--- src/hw/rtl/i2cmbe_pkg.sv ---
package i2cmbe_pkg;

	// command codes as carried on s_tuser
	typedef enum logic [2:0] {
		CMD_NONE  = 3'd0,
		CMD_START = 3'd1,
		CMD_STOP  = 3'd2,
		CMD_WRITE = 3'd3,
		CMD_READ  = 3'd4
	} cmd_t;

	// one classified tick
	typedef struct packed {
		cmd_t       cmd;
		logic [7:0] tx_byte;
		logic       ack_level;
		logic       sda_in;
	} item_t;

	// one result beat
	typedef struct packed {
		logic       scl_level;
		logic       sda_drive;
		logic       sda_level;
		logic       busy_res;
		logic       done_res;
		logic [7:0] rx_byte;
		logic       ack_ok;
	} result_t;

	localparam int unsigned S_TDATA_W = 16;
	localparam int unsigned S_TUSER_W = 3;
	localparam int unsigned M_TDATA_W = 16;

	localparam logic [15:0] PHASE_TICKS_RESET = 16'd5;

	localparam logic [4:0] BUS_PHASES   = 5'd3;
	localparam logic [4:0] WRITE_PHASES = 5'd27;
	localparam logic [4:0] READ_PHASES  = 5'd21;

	// write: 24 data phases, then ack slot (sample in the middle one)
	localparam logic [4:0] WR_ACK_FIRST  = 5'd24;
	localparam logic [4:0] WR_ACK_SAMPLE = 5'd25;

	// read: release, 16 bit phases, then the master ack slot
	localparam logic [4:0] RD_LAST_BIT  = 5'd16;
	localparam logic [4:0] RD_ACK_LOW   = 5'd17;
	localparam logic [4:0] RD_ACK_DRIVE = 5'd18;
	localparam logic [4:0] RD_ACK_HIGH  = 5'd19;

	localparam logic [1:0] SLOT_LAST = 2'd2;

endpackage

--- src/hw/rtl/i2cmbe_front.sv ---
module i2cmbe_front
	import i2cmbe_pkg::*;
(
	input  logic [S_TDATA_W-1:0] tdata,
	input  logic [S_TUSER_W-1:0] tuser,
	output item_t                item
);

	// undefined action codes behave as no command
	always_comb begin
		case (tuser) inside
			CMD_START, CMD_STOP, CMD_WRITE, CMD_READ: item.cmd = cmd_t'(tuser);
			default:                                  item.cmd = CMD_NONE;
		endcase
		item.tx_byte   = tdata[7:0];
		item.ack_level = tdata[8];
		item.sda_in    = tdata[9];
	end

endmodule

--- src/hw/rtl/i2cmbe_queue.sv ---
module i2cmbe_queue
	import i2cmbe_pkg::*;
#(
	parameter int unsigned DEPTH = 2
) (
	input  logic  clk,
	input  logic  arst_n,
	input  logic  push_valid,
	output logic  push_ready,
	input  item_t push_item,
	output logic  pop_valid,
	input  logic  pop_ready,
	output item_t pop_item
);

	localparam int unsigned PTR_W = $clog2(DEPTH);
	localparam int unsigned CNT_W = $clog2(DEPTH + 1);

	item_t             mem_q [DEPTH];
	logic [PTR_W-1:0]  wr_ptr_q;
	logic [PTR_W-1:0]  rd_ptr_q;
	logic [CNT_W-1:0]  count_q;
	logic              push;
	logic              pop;

	assign push_ready = (count_q != CNT_W'(DEPTH));
	assign pop_valid  = (count_q != '0);
	assign pop_item   = mem_q[rd_ptr_q];
	assign push       = push_valid && push_ready;
	assign pop        = pop_valid && pop_ready;

	always_ff @(posedge clk) begin
		if (push) begin
			mem_q[wr_ptr_q] <= push_item;
		end
	end

	always_ff @(posedge clk or negedge arst_n) begin
		if (!arst_n) begin
			wr_ptr_q <= '0;
			rd_ptr_q <= '0;
			count_q  <= '0;
		end else begin
			if (push) begin
				wr_ptr_q <= (wr_ptr_q == PTR_W'(DEPTH - 1)) ? '0 : wr_ptr_q + 1'b1;
			end
			if (pop) begin
				rd_ptr_q <= (rd_ptr_q == PTR_W'(DEPTH - 1)) ? '0 : rd_ptr_q + 1'b1;
			end
			if (push && !pop) begin
				count_q <= count_q + 1'b1;
			end else if (pop && !push) begin
				count_q <= count_q - 1'b1;
			end
		end
	end

endmodule

--- src/hw/rtl/i2cmbe_back.sv ---
module i2cmbe_back
	import i2cmbe_pkg::*;
(
	input  logic        clk,
	input  logic        arst_n,
	input  logic [15:0] phase_ticks,
	input  logic        in_valid,
	output logic        in_ready,
	input  item_t       item,
	output logic        out_valid,
	input  logic        out_ready,
	output result_t     result
);

	// sequencer state
	cmd_t       cmd_q;
	logic [4:0] phase_q;
	logic [15:0] tick_q;
	logic [7:0] shift_q;
	logic [7:0] rx_q;
	logic       ack_q;
	logic       scl_q;
	logic       oe_q;
	logic       sdo_q;
	logic [1:0] slot_q;
	logic [2:0] bit_q;

	logic       out_valid_q;
	result_t    result_q;

	// next-state
	logic       start;
	cmd_t       cmd;
	logic [4:0] phase;
	logic [15:0] tick;
	logic [7:0] shift;
	logic [1:0] slot;
	logic [2:0] bitn;
	logic       wbit;
	logic       samples;
	logic [15:0] len;
	logic       phase_end;
	logic [4:0] nphases;

	cmd_t       cmd_d;
	logic [4:0] phase_d;
	logic [15:0] tick_d;
	logic [7:0] shift_d;
	logic [7:0] rx_d;
	logic       ack_d;
	logic       scl_d;
	logic       oe_d;
	logic       sdo_d;
	logic [1:0] slot_d;
	logic [2:0] bit_d;
	logic       done;
	logic       step;

	assign in_ready  = !out_valid_q || out_ready;
	assign step      = in_valid && in_ready;
	assign out_valid = out_valid_q;
	assign result    = result_q;

	always_comb begin
		start = (cmd_q == CMD_NONE) && (item.cmd != CMD_NONE);
		cmd   = start ? item.cmd : cmd_q;
		phase = start ? 5'd0 : phase_q;
		tick  = start ? 16'd0 : tick_q;
		shift = start ? ((item.cmd == CMD_WRITE) ? item.tx_byte : 8'd0) : shift_q;
		slot  = start ? 2'd0 : slot_q;
		bitn  = start ? 3'd0 : bit_q;
		wbit  = shift[~bitn];

		scl_d   = scl_q;
		oe_d    = oe_q;
		sdo_d   = sdo_q;
		samples = 1'b0;

		// line levels of the current phase
		case (cmd)
			CMD_START: begin
				if (phase == 5'd0) begin
					scl_d = 1'b1;
					sdo_d = 1'b1;
				end else if (phase == 5'd1) begin
					sdo_d = 1'b0;
				end else begin
					scl_d = 1'b0;
				end
			end
			CMD_STOP: begin
				if (phase == 5'd0) begin
					scl_d = 1'b0;
					sdo_d = 1'b0;
				end else if (phase == 5'd1) begin
					scl_d = 1'b1;
				end else begin
					sdo_d = 1'b1;
				end
			end
			CMD_WRITE: begin
				if (phase < WR_ACK_FIRST) begin
					case (slot)
						2'd0: scl_d = 1'b0;
						2'd1: begin
							scl_d = 1'b0;
							sdo_d = wbit;
						end
						default: begin
							scl_d = 1'b1;
							sdo_d = wbit;
						end
					endcase
				end else begin
					oe_d    = 1'b0;
					scl_d   = (phase == WR_ACK_SAMPLE);
					samples = (phase == WR_ACK_SAMPLE);
				end
			end
			CMD_READ: begin
				if (phase == 5'd0) begin
					sdo_d = 1'b1;
					oe_d  = 1'b0;
				end else if (phase <= RD_LAST_BIT) begin
					// even phases are SCL high and sample
					scl_d   = ~phase[0];
					samples = ~phase[0];
				end else if (phase == RD_ACK_LOW) begin
					scl_d = 1'b0;
				end else if (phase == RD_ACK_DRIVE) begin
					oe_d  = 1'b1;
					sdo_d = item.ack_level;
				end else if (phase == RD_ACK_HIGH) begin
					scl_d = 1'b1;
				end else begin
					scl_d = 1'b0;
				end
			end
			default: ;
		endcase

		len       = (phase_ticks == 16'd0) ? 16'd1 : phase_ticks;
		phase_end = ({1'b0, tick} + 17'd1) >= {1'b0, len};

		case (cmd)
			CMD_WRITE: nphases = WRITE_PHASES;
			CMD_READ:  nphases = READ_PHASES;
			default:   nphases = BUS_PHASES;
		endcase

		cmd_d   = cmd;
		phase_d = phase;
		tick_d  = tick;
		shift_d = shift;
		rx_d    = rx_q;
		ack_d   = ack_q;
		slot_d  = slot;
		bit_d   = bitn;
		done    = 1'b0;

		if (cmd != CMD_NONE) begin
			if (phase_end) begin
				if (samples) begin
					if (cmd == CMD_WRITE) begin
						ack_d = ~item.sda_in;
					end else begin
						shift_d = {shift[6:0], item.sda_in};
					end
				end
				tick_d  = 16'd0;
				phase_d = phase + 5'd1;
				if (slot == SLOT_LAST) begin
					slot_d = 2'd0;
					bit_d  = bitn + 3'd1;
				end else begin
					slot_d = slot + 2'd1;
				end
				if (phase_d >= nphases) begin
					if (cmd == CMD_WRITE) begin
						oe_d = 1'b1;
					end
					if (cmd == CMD_READ) begin
						rx_d = shift_d;
					end
					cmd_d   = CMD_NONE;
					phase_d = 5'd0;
					done    = 1'b1;
				end
			end else begin
				tick_d = tick + 16'd1;
			end
		end
	end

	always_ff @(posedge clk or negedge arst_n) begin
		if (!arst_n) begin
			cmd_q       <= CMD_NONE;
			phase_q     <= '0;
			tick_q      <= '0;
			shift_q     <= '0;
			rx_q        <= '0;
			ack_q       <= 1'b0;
			scl_q       <= 1'b1;
			oe_q        <= 1'b1;
			sdo_q       <= 1'b1;
			slot_q      <= '0;
			bit_q       <= '0;
			out_valid_q <= 1'b0;
		end else begin
			if (step) begin
				cmd_q   <= cmd_d;
				phase_q <= phase_d;
				tick_q  <= tick_d;
				shift_q <= shift_d;
				rx_q    <= rx_d;
				ack_q   <= ack_d;
				scl_q   <= scl_d;
				oe_q    <= oe_d;
				sdo_q   <= sdo_d;
				slot_q  <= slot_d;
				bit_q   <= bit_d;
			end
			if (in_ready) begin
				out_valid_q <= in_valid;
			end
		end
	end

	always_ff @(posedge clk) begin
		if (step) begin
			result_q.scl_level <= scl_d;
			result_q.sda_drive <= oe_d;
			result_q.sda_level <= sdo_d;
			result_q.busy_res  <= (cmd_d != CMD_NONE);
			result_q.done_res  <= done;
			result_q.rx_byte   <= rx_d;
			result_q.ack_ok    <= ack_d;
		end
	end

endmodule

--- src/hw/rtl/i2c_master_byte_engine_top.sv ---
// I2C master byte engine. Every beat on the slave stream is one bus tick:
// s_tuser carries the command (none, start, stop, write byte, read byte) and
// s_tdata the byte to send, the ack level to drive after a read and the
// sampled SDA level. Commands are taken only while idle; others are ignored.
// Each command runs a fixed list of phases (start/stop 3, write 27, read 21),
// each phase_ticks ticks long (0 acts as 1), so a command spans
// phases * phase_ticks beats. Every input beat yields exactly one output beat
// with the SCL level, SDA enable and level, busy, done, last read byte and
// last write ack. Throughput is one beat per clock unless m_tready stalls;
// each beat is registered in the command queue and again in the output
// register. The sequencer updates its state once per beat, setting the rate.
// phase_ticks is written through cfg_* and should only change while idle.
module i2c_master_byte_engine_top
	import i2cmbe_pkg::*;
#(
	parameter int unsigned QUEUE_DEPTH = 2
) (
	input  logic                 clk,
	input  logic                 arst_n,

	// config write: phase_ticks
	input  logic                 cfg_valid,
	output logic                 cfg_ready,
	input  logic [15:0]          cfg_data,

	input  logic                 s_tvalid,
	output logic                 s_tready,
	input  logic [S_TDATA_W-1:0] s_tdata,   // tx_byte[7:0], ack_level[8], sda_in[9], zero pad
	input  logic [S_TUSER_W-1:0] s_tuser,   // action[2:0]

	output logic                 m_tvalid,
	input  logic                 m_tready,
	output logic [M_TDATA_W-1:0] m_tdata    // scl_level[0], sda_drive[1], sda_level[2],
	                                        // busy_res[3], done_res[4], rx_byte[12:5],
	                                        // ack_ok[13], zero pad
);

	logic [15:0] phase_ticks_q;
	item_t       front_item;
	item_t       q_item;
	logic        q_valid;
	logic        q_ready;
	result_t     res;

	// config register, always ready
	assign cfg_ready = 1'b1;

	always_ff @(posedge clk or negedge arst_n) begin
		if (!arst_n) begin
			phase_ticks_q <= PHASE_TICKS_RESET;
		end else if (cfg_valid) begin
			phase_ticks_q <= cfg_data;
		end
	end

	// front: unpack and classify the command
	i2cmbe_front u_front (
		.tdata (s_tdata),
		.tuser (s_tuser),
		.item  (front_item)
	);

	// short queue decouples intake from the sequencer
	i2cmbe_queue #(
		.DEPTH (QUEUE_DEPTH)
	) u_queue (
		.clk        (clk),
		.arst_n     (arst_n),
		.push_valid (s_tvalid),
		.push_ready (s_tready),
		.push_item  (front_item),
		.pop_valid  (q_valid),
		.pop_ready  (q_ready),
		.pop_item   (q_item)
	);

	// back: phase sequencer with registered result beat
	i2cmbe_back u_back (
		.clk         (clk),
		.arst_n      (arst_n),
		.phase_ticks (phase_ticks_q),
		.in_valid    (q_valid),
		.in_ready    (q_ready),
		.item        (q_item),
		.out_valid   (m_tvalid),
		.out_ready   (m_tready),
		.result      (res)
	);

	assign m_tdata = {2'b00, res.ack_ok, res.rx_byte, res.done_res, res.busy_res,
		res.sda_level, res.sda_drive, res.scl_level};

endmodule

--- config.mk ---
export PLATFORM = sky130hd
export DESIGN_NAME = i2c_master_byte_engine_top
export DESIGN_NICKNAME = d
export VERILOG_FILES = /design/src/hw/rtl/i2cmbe_pkg.sv /design/src/hw/rtl/i2cmbe_front.sv /design/src/hw/rtl/i2cmbe_queue.sv /design/src/hw/rtl/i2cmbe_back.sv /design/src/hw/rtl/i2c_master_byte_engine_top.sv
export SDC_FILE = /design/constraint.sdc
export NUM_CORES = 1
export LEC_CHECK = 0
export BUFFER_PORTS_ARGS = -buffer_cell sky130_fd_sc_hd__buf_2
export CELL_PAD_IN_SITES_DETAIL_PLACEMENT = 0
export CELL_PAD_IN_SITES_GLOBAL_PLACEMENT = 1
export CORE_ASPECT_RATIO = 0.75
export CORE_MARGIN = 3
export CORE_UTILIZATION = 35
export CTS_CLUSTER_DIAMETER = 80
export CTS_CLUSTER_SIZE = 24
export DETAILED_ROUTE_END_ITERATION = 12
export GPL_TIMING_DRIVEN = 0
export HOLD_SLACK_MARGIN = 0.05
export MAX_ROUTING_LAYER = met4
export PLACE_DENSITY = 0.67
export SETUP_SLACK_MARGIN = 0.1
export SYNTH_ARGS = -nofsm -noshare
export SYNTH_HDL_FRONTEND = slang
export SYNTH_SLANG_ARGS = --single-unit
--- constraint.sdc ---
create_clock -name clk -period 6.35 [get_ports clk]
set_clock_uncertainty 0.05 [all_clocks]
set_input_delay 0.3175 -clock clk [delete_from_list [all_inputs] [get_ports clk]]
set_output_delay 0.3175 -clock clk [all_outputs]
set_load 0.01 [all_outputs]
After elaboration in Yosys (flattened, before gate mapping)
Memory sizes are Yosys's and may differ from the RTL's. Cells that the tools add are included.

Bits in registers: 84. Bits in writable memories: 26. Output and inout port bits: 19. Logic and storage cells: 161. Memories: 1.

$add $sub $neg: 9. $lt $le $gt $ge: 5. Equal/unequal tests: 17. Muxes and demuxes: 82. Bitwise operators: 3. Reductions and logical operators: 21.

Memory list: u_queue.mem_q (words 2, width 13, read ports 1, clocked after memory_dff 0, wr ports 1, RTL line i2cmbe_queue.sv:19) `item_t mem_q [DEPTH];`.

Operators with widths (number): 8-bit 2-to-1 mux (10); 16-bit 2-to-1 mux (4); 1-bit 2-to-1 mux (43); 3-bit 2-to-1 mux (9); 5-bit equality test (second input constant) (4); 5-bit 2-to-1 mux (4); 16-bit by 1-bit adder with 17-bit output (second input constant) (1); 17-bit by 16-bit >= comparator with 1-bit output (1); 16-bit by 1-bit adder with 16-bit output (second input constant) (1); 16-bit logical NOT (1); 3-bit by 2-bit equality test with 1-bit output (second input constant) (5); 2-bit 2-to-1 mux (6); 5-bit case mux with 2 select lines (1); 3-bit nonzero test (3); 1-bit case mux with 4 select lines (2); 3-bit by 1-bit equality test with 1-bit output (second input constant) (2); 3-bit equality test (second input constant) (2); 5-bit by 1-bit adder with 5-bit output (second input constant) (1); 5-bit by 1-bit equality test with 1-bit output (second input constant) (1); 5-bit >= comparator (1); 5-bit less-or-equal comparator (second input constant) (1); 1-bit logical AND (5); 5-bit logical NOT (1); 5-bit < comparator (second input constant) (1); 20 further kinds (27).

Logic depth before layout (Yosys ltp)
An unclocked memory read counts as a cell.

Depth after elaboration: 14. Depth in mapped cells: 21. Gate-level depth less buffers: 15.

By module
A second synthesis with hierarchy kept.

Cell total of the unflattened synthesis: 595. Area total of the unflattened synthesis: 6383.6 sq um.

Modules (own cells, without submodules): i2cmbe_back (times used 1, cells an instance 485, area an instance 4451.8 sq um, seq. area each 1675.4 sq um); i2cmbe_queue (times used 1, cells an instance 58, area an instance 1144.8 sq um, seq. area each 880.8 sq um); i2c_master_byte_engine_top (times used 1, cells an instance 39, area an instance 681.9 sq um, seq. area each 402.9 sq um); i2cmbe_front (times used 1, cells an instance 13, area an instance 105.1 sq um, seq. area each 0.0 sq um).

Least setup slack after synthesis
OpenSTA, ideal clock, no wires.

Kind: reg-to-reg. Start point: mem u_queue.mem_q[1][10] (netlist name). End point: reg u_back.result_q, in the netlist u_back.result[0], data pin. Setup time: 0.260 ns. Arrival time: 4.836 ns. Setup slack: 1.205 ns. Stages on the path, launching flop included: 20. Path buffers: 4. Clock period less this slack: 5.145 ns. Path through: edfxtp_1 nor4b_4 or3_1 clkbuf_1 clkbuf_1 clkbuf_1 and2_1 ha_1 nand3_2 or3_1 a21oi_1 ha_1 a21o_1 a21oi_1 nor4bb_1 a22oi_2 or2_2 buf_2 nand3_1 mux2_2.

Word-level cells in the longest chain between the ends: 11.

RTL lines: start: declaration (RTL line i2cmbe_queue.sv:19); memory 2 x 13 bit (*); parallel branches: the longest is 9 deep, another holds 16-bit by 1-bit adder with 17-bit output; 1-bit 2-to-1 mux (*) (RTL line i2cmbe_back.sv:161) `if (cmd != CMD_NONE) begin`; via u_back.ack_d (RTL line i2cmbe_back.sv:50) `logic ack_d;`; end: declaration (RTL line i2cmbe_back.sv:29) `result_t result_q;`.

Mark *: on every way through the listed nets, which the timed path passes. A chain may end at the register's enable or synchronous reset.

Worst setup path after layout
Start point: mem u_queue.mem_q[1][10] (netlist name). End point: reg u_back.phase_q[4].

Word-level cells in the longest chain between the ends: 10.

RTL lines: memory 2 x 13 bit (*); parallel branches: the longest is 8 deep, another holds 16-bit by 1-bit adder with 17-bit output; 5-bit 2-to-1 mux (*) (RTL line i2cmbe_back.sv:161); end signal: assignment (RTL line i2cmbe_back.sv:212) `phase_q <= phase_d;`; end: declaration (RTL line i2cmbe_back.sv:17) `logic [4:0] phase_q;`.

Mark *: on every way between the ends.

==> impl_results.md <==
* Outcome: completed
* CTS tree: yes
* Vias in the first global route at 4,778
* Total iterations of the first detailed-routing run at 4
* Async SR Flop Fraction at 63.64%
* Worst-Margin Slew at 0.9927 ns
* MaxCap Viol Count at 0
* N_diodes at 0
* First-pass GRT wire length at 26,290 µm
* Reg clk slew, reported paths at 0.09 ns
* Distinct cells, synth at 83
* Data arrival, critical path at 6.04 ns
* Placed Area at 6948 µm²
* Number of vias per cell at 5.296
* Vias at 4,899
* Main synth FF type: dfrtp_1
* DRT antenna net count at 0
* Htree depth at 3
* Fin cells at 925
* Post-synth EDFFs at 40
* Gr usage total at 17.51%
* Setup Fix Bufs, Post-CTS at 0
* Area grow syn2layout at 14.54%
* Mean Syn Cell Area at 10.35 µm²
* CTS sink count at 110
* Pwr Total at 2.525 mW
* Core ar. at 17,760 µm²
* Root Buffer: clkbuf_16
* Crit Path Category: register to register
* Commonest non-fill, non-tap cell in the layout: nand2_1
* Slowest library cell on the worst path: a22oi_2
* Top Metal Used: met4
* CP Cell Sequence: nor4b_4, or3_1, clkbuf_2, clkbuf_4, clkbuf_2, and2_1, ha_1, nand3_2, or3_1, a21oi_1, ha_1, nand2_1, o21ai_0, o2111ai_1, a22oi_2, o21ai_1, or4_1, mux2i_1
* Delay-heaviest family, CP: simple AND/OR/NAND/NOR gates
* Placed Cells at 908
* Post-DP HPWL at 11,990 µm
* WL met2 at 6854 µm
* Largest fanout on the critical path at 10
* Register area share after synthesis at 46.48%
* Max incr delay on CP at 0.55 ns
* Critical Path Sink Type: register
* WP data required at 6.59 ns
* Fin crit period at 5.801 ns
* Metal1 wirelength at 8639 µm
* Row cnt at 42
* Max-slew headroom at 33.57%
* IO Port Bufs at 49
* Die width at 161.7 µm
* CP Buf/Inv Count at 3
* Peak VDD IR at 0.2261 mV
* Routability Congestion at 0.8178
* RSZ-0062 raised after global routing: no
* Worst Hold Class: input port to register
* Most frequent cells in the layout: 67 x nand2_1, 65 x dfrtp_1, 52 x buf_2, 48 x nor2_1, 40 x edfxtp_1
* # setup viols final at 0
* LEAKAGE at 3.148 nW
* Metal3 WL at 684 µm
* Clock Tree Buf Depth at 2
* Largest net degree at the start of global routing at 58
* Fmax at 172.4 MHz
* Max-slew violation count at 0
* Post-Synthesis Cells at 615
* Grt ovf at 0
* WL/cell at 17.60 µm
* #FFs+latches synth at 110
* Crit start category: register
* Fin nets at 745
* Initial antenna violation count at 0
* Initial Utilization at 35.84%
* Warnings, synthesis at 0
* CTS Buf Count at 9
* Synthesized area at 6366 µm²
* Crit share post-route at 91.35%
* Number of remaining DRC errors at 0
* Design area at 7292 µm²
* WL final at 16,280 µm
* DRT iter0 DRCs at 243
* I/O Pins at 59
* Fin. Hold Viols at 0
* Clock Latency Late Sink at 0.36 ns
* Die Y-Extent at 122.8 µm
* Fraction of layout cells with a size suffix above 1 at 19.91%
* Die area at 19,860 µm²
* PD cells at 346.3 nW/µm²
## final timing paths
| kind | start | endpoint | slack [ns] | depth (start not counted) |
|---|---|---|---|---|
| max | u_queue.mem_q[1][10]$_DFFE_PP_ | u_back.phase_q[4]$_DFFE_PN0P_ | 0.55 | 18 |
| min | s_tdata[2] | u_queue.mem_q[1][4]$_DFFE_PP_ | 0.09 | 1 |
| max reg2reg | u_queue.mem_q[1][10]$_DFFE_PP_ | u_back.phase_q[4]$_DFFE_PN0P_ | 0.55 | 18 |
| min reg2reg | u_queue.wr_ptr_q$_DFFE_PN0P_ | u_queue.wr_ptr_q$_DFFE_PN0P_ | 0.46 | 1 |
| max in group asynchronous | arst_n | u_back.sdo_q$_DFFE_PN1P_ | 5.32 | 3 |
| min in group asynchronous | arst_n | phase_ticks_q[7]$_DFFE_PN0P_ | 0.30 | 2 |
## what timing repair did
item                                    in CTS  in global routing
hold buffers                                 1                  0
gates resized for setup                      2                  6
hold endpoints to repair                    13                  0
endpoints found under the setup margin      26                 49
## flip-flops by register name, indices dropped and copies added (netlist names), 2 cells and up
| name | cells |
|---|---|
| u_back.slot_q | 2 |
| u_back.bit_q | 3 |
| u_back.result | 14 |
| u_back.phase_q | 5 |
| u_queue.count_q | 2 |
| u_back.tick_q | 16 |
| u_queue.mem_q | 26 |
| u_back.rx_q | 8 |
| u_back.shift_q | 8 |
| phase_ticks_q | 16 |
| u_back.cmd_q | 3 |
## routing by layer
layer / vias up / GRT usage (%)
li1: 2373 / -
met1: 2423 / 26.20
met2: 94 / 24.39
met3: 9 / 3.340
met4: 0 / 4.209
met5: - / -
## metrics by stage
step / TNS [ns] / setup WS, ns / utilization (%) / hold WS (ns)
final: 0 / 0.5491 / 41.05 / 0.08927
after global routing: 0 / 0.1400 / 41.05 / 0.06669
after CTS: 0 / 0.1602 / 41.02 / 0.06774
after detailed placement: -0.04401 / -0.02632 / 39.12 / 0.1459
after global placement: 0 / 0.004893 / 38.95 / 0.4273
after floorplan: 0 / 1.205 / - / -0.02809
## cells in the mapped netlist (7+ instances only)
cell	n	area [µm²]
a21oi_1	29	145.1
clkbuf_1	20	75.07
dfrtp_1	65	1627
edfxtp_1	40	1201
ha_1	27	337.8
inv_1	27	101.4
mux2_2	20	225.2
mux2_4	8	120.1
mux2i_1	17	170.2
nand2_1	67	251.5
nand3_1	16	80.08
nor2_1	48	180.2
nor2b_1	7	43.79
nor3_1	13	65.06
o21ai_0	38	190.2
o41ai_1	7	61.31
xnor2_1	7	61.31
xor2_1	11	96.34
## power by group
| group | total [mW] | switching (mW) | internal [mW] |
|---|---|---|---|
| combinational | 0.909 | 0.575 | 0.334 |
| sequential | 1.01 | 0.102 | 0.903 |
| clock | 0.612 | 0.320 | 0.292 |
| total | 2.53 | 0.997 | 1.53 |
## area by class of cell
| type | instances | area [µm²] |
|---|---|---|
| buffer | 31 | 162.7 |
| clock buffer | 9 | 225.2 |
| clock inverter | 7 | 96.34 |
| fill | 1751 | 10470 |
| inverter | 28 | 105.1 |
| multi-input combinational | 447 | 3156 |
| sequential | 110 | 2959 |
| tap | 242 | 302.8 |
| timing repair buffer | 51 | 285.3 |
## logic make-up (layout without fill, tap and decap cells)
kind of cell	Yosys count	count (layout)	synth area share, %
adders and majority gates	27	27	5.307
and+or+nand+nor	206	206	16.75
AOI/OAI and AO/OA	147	147	16.33
buffers and inverters	59	126	4.088
other	2	3	0.1180
DFF	110	110	46.48
xor gates and xnor gates	18	18	2.476
muxes	46	46	8.451
No activity file was read; power rests on OpenSTA's default activity.
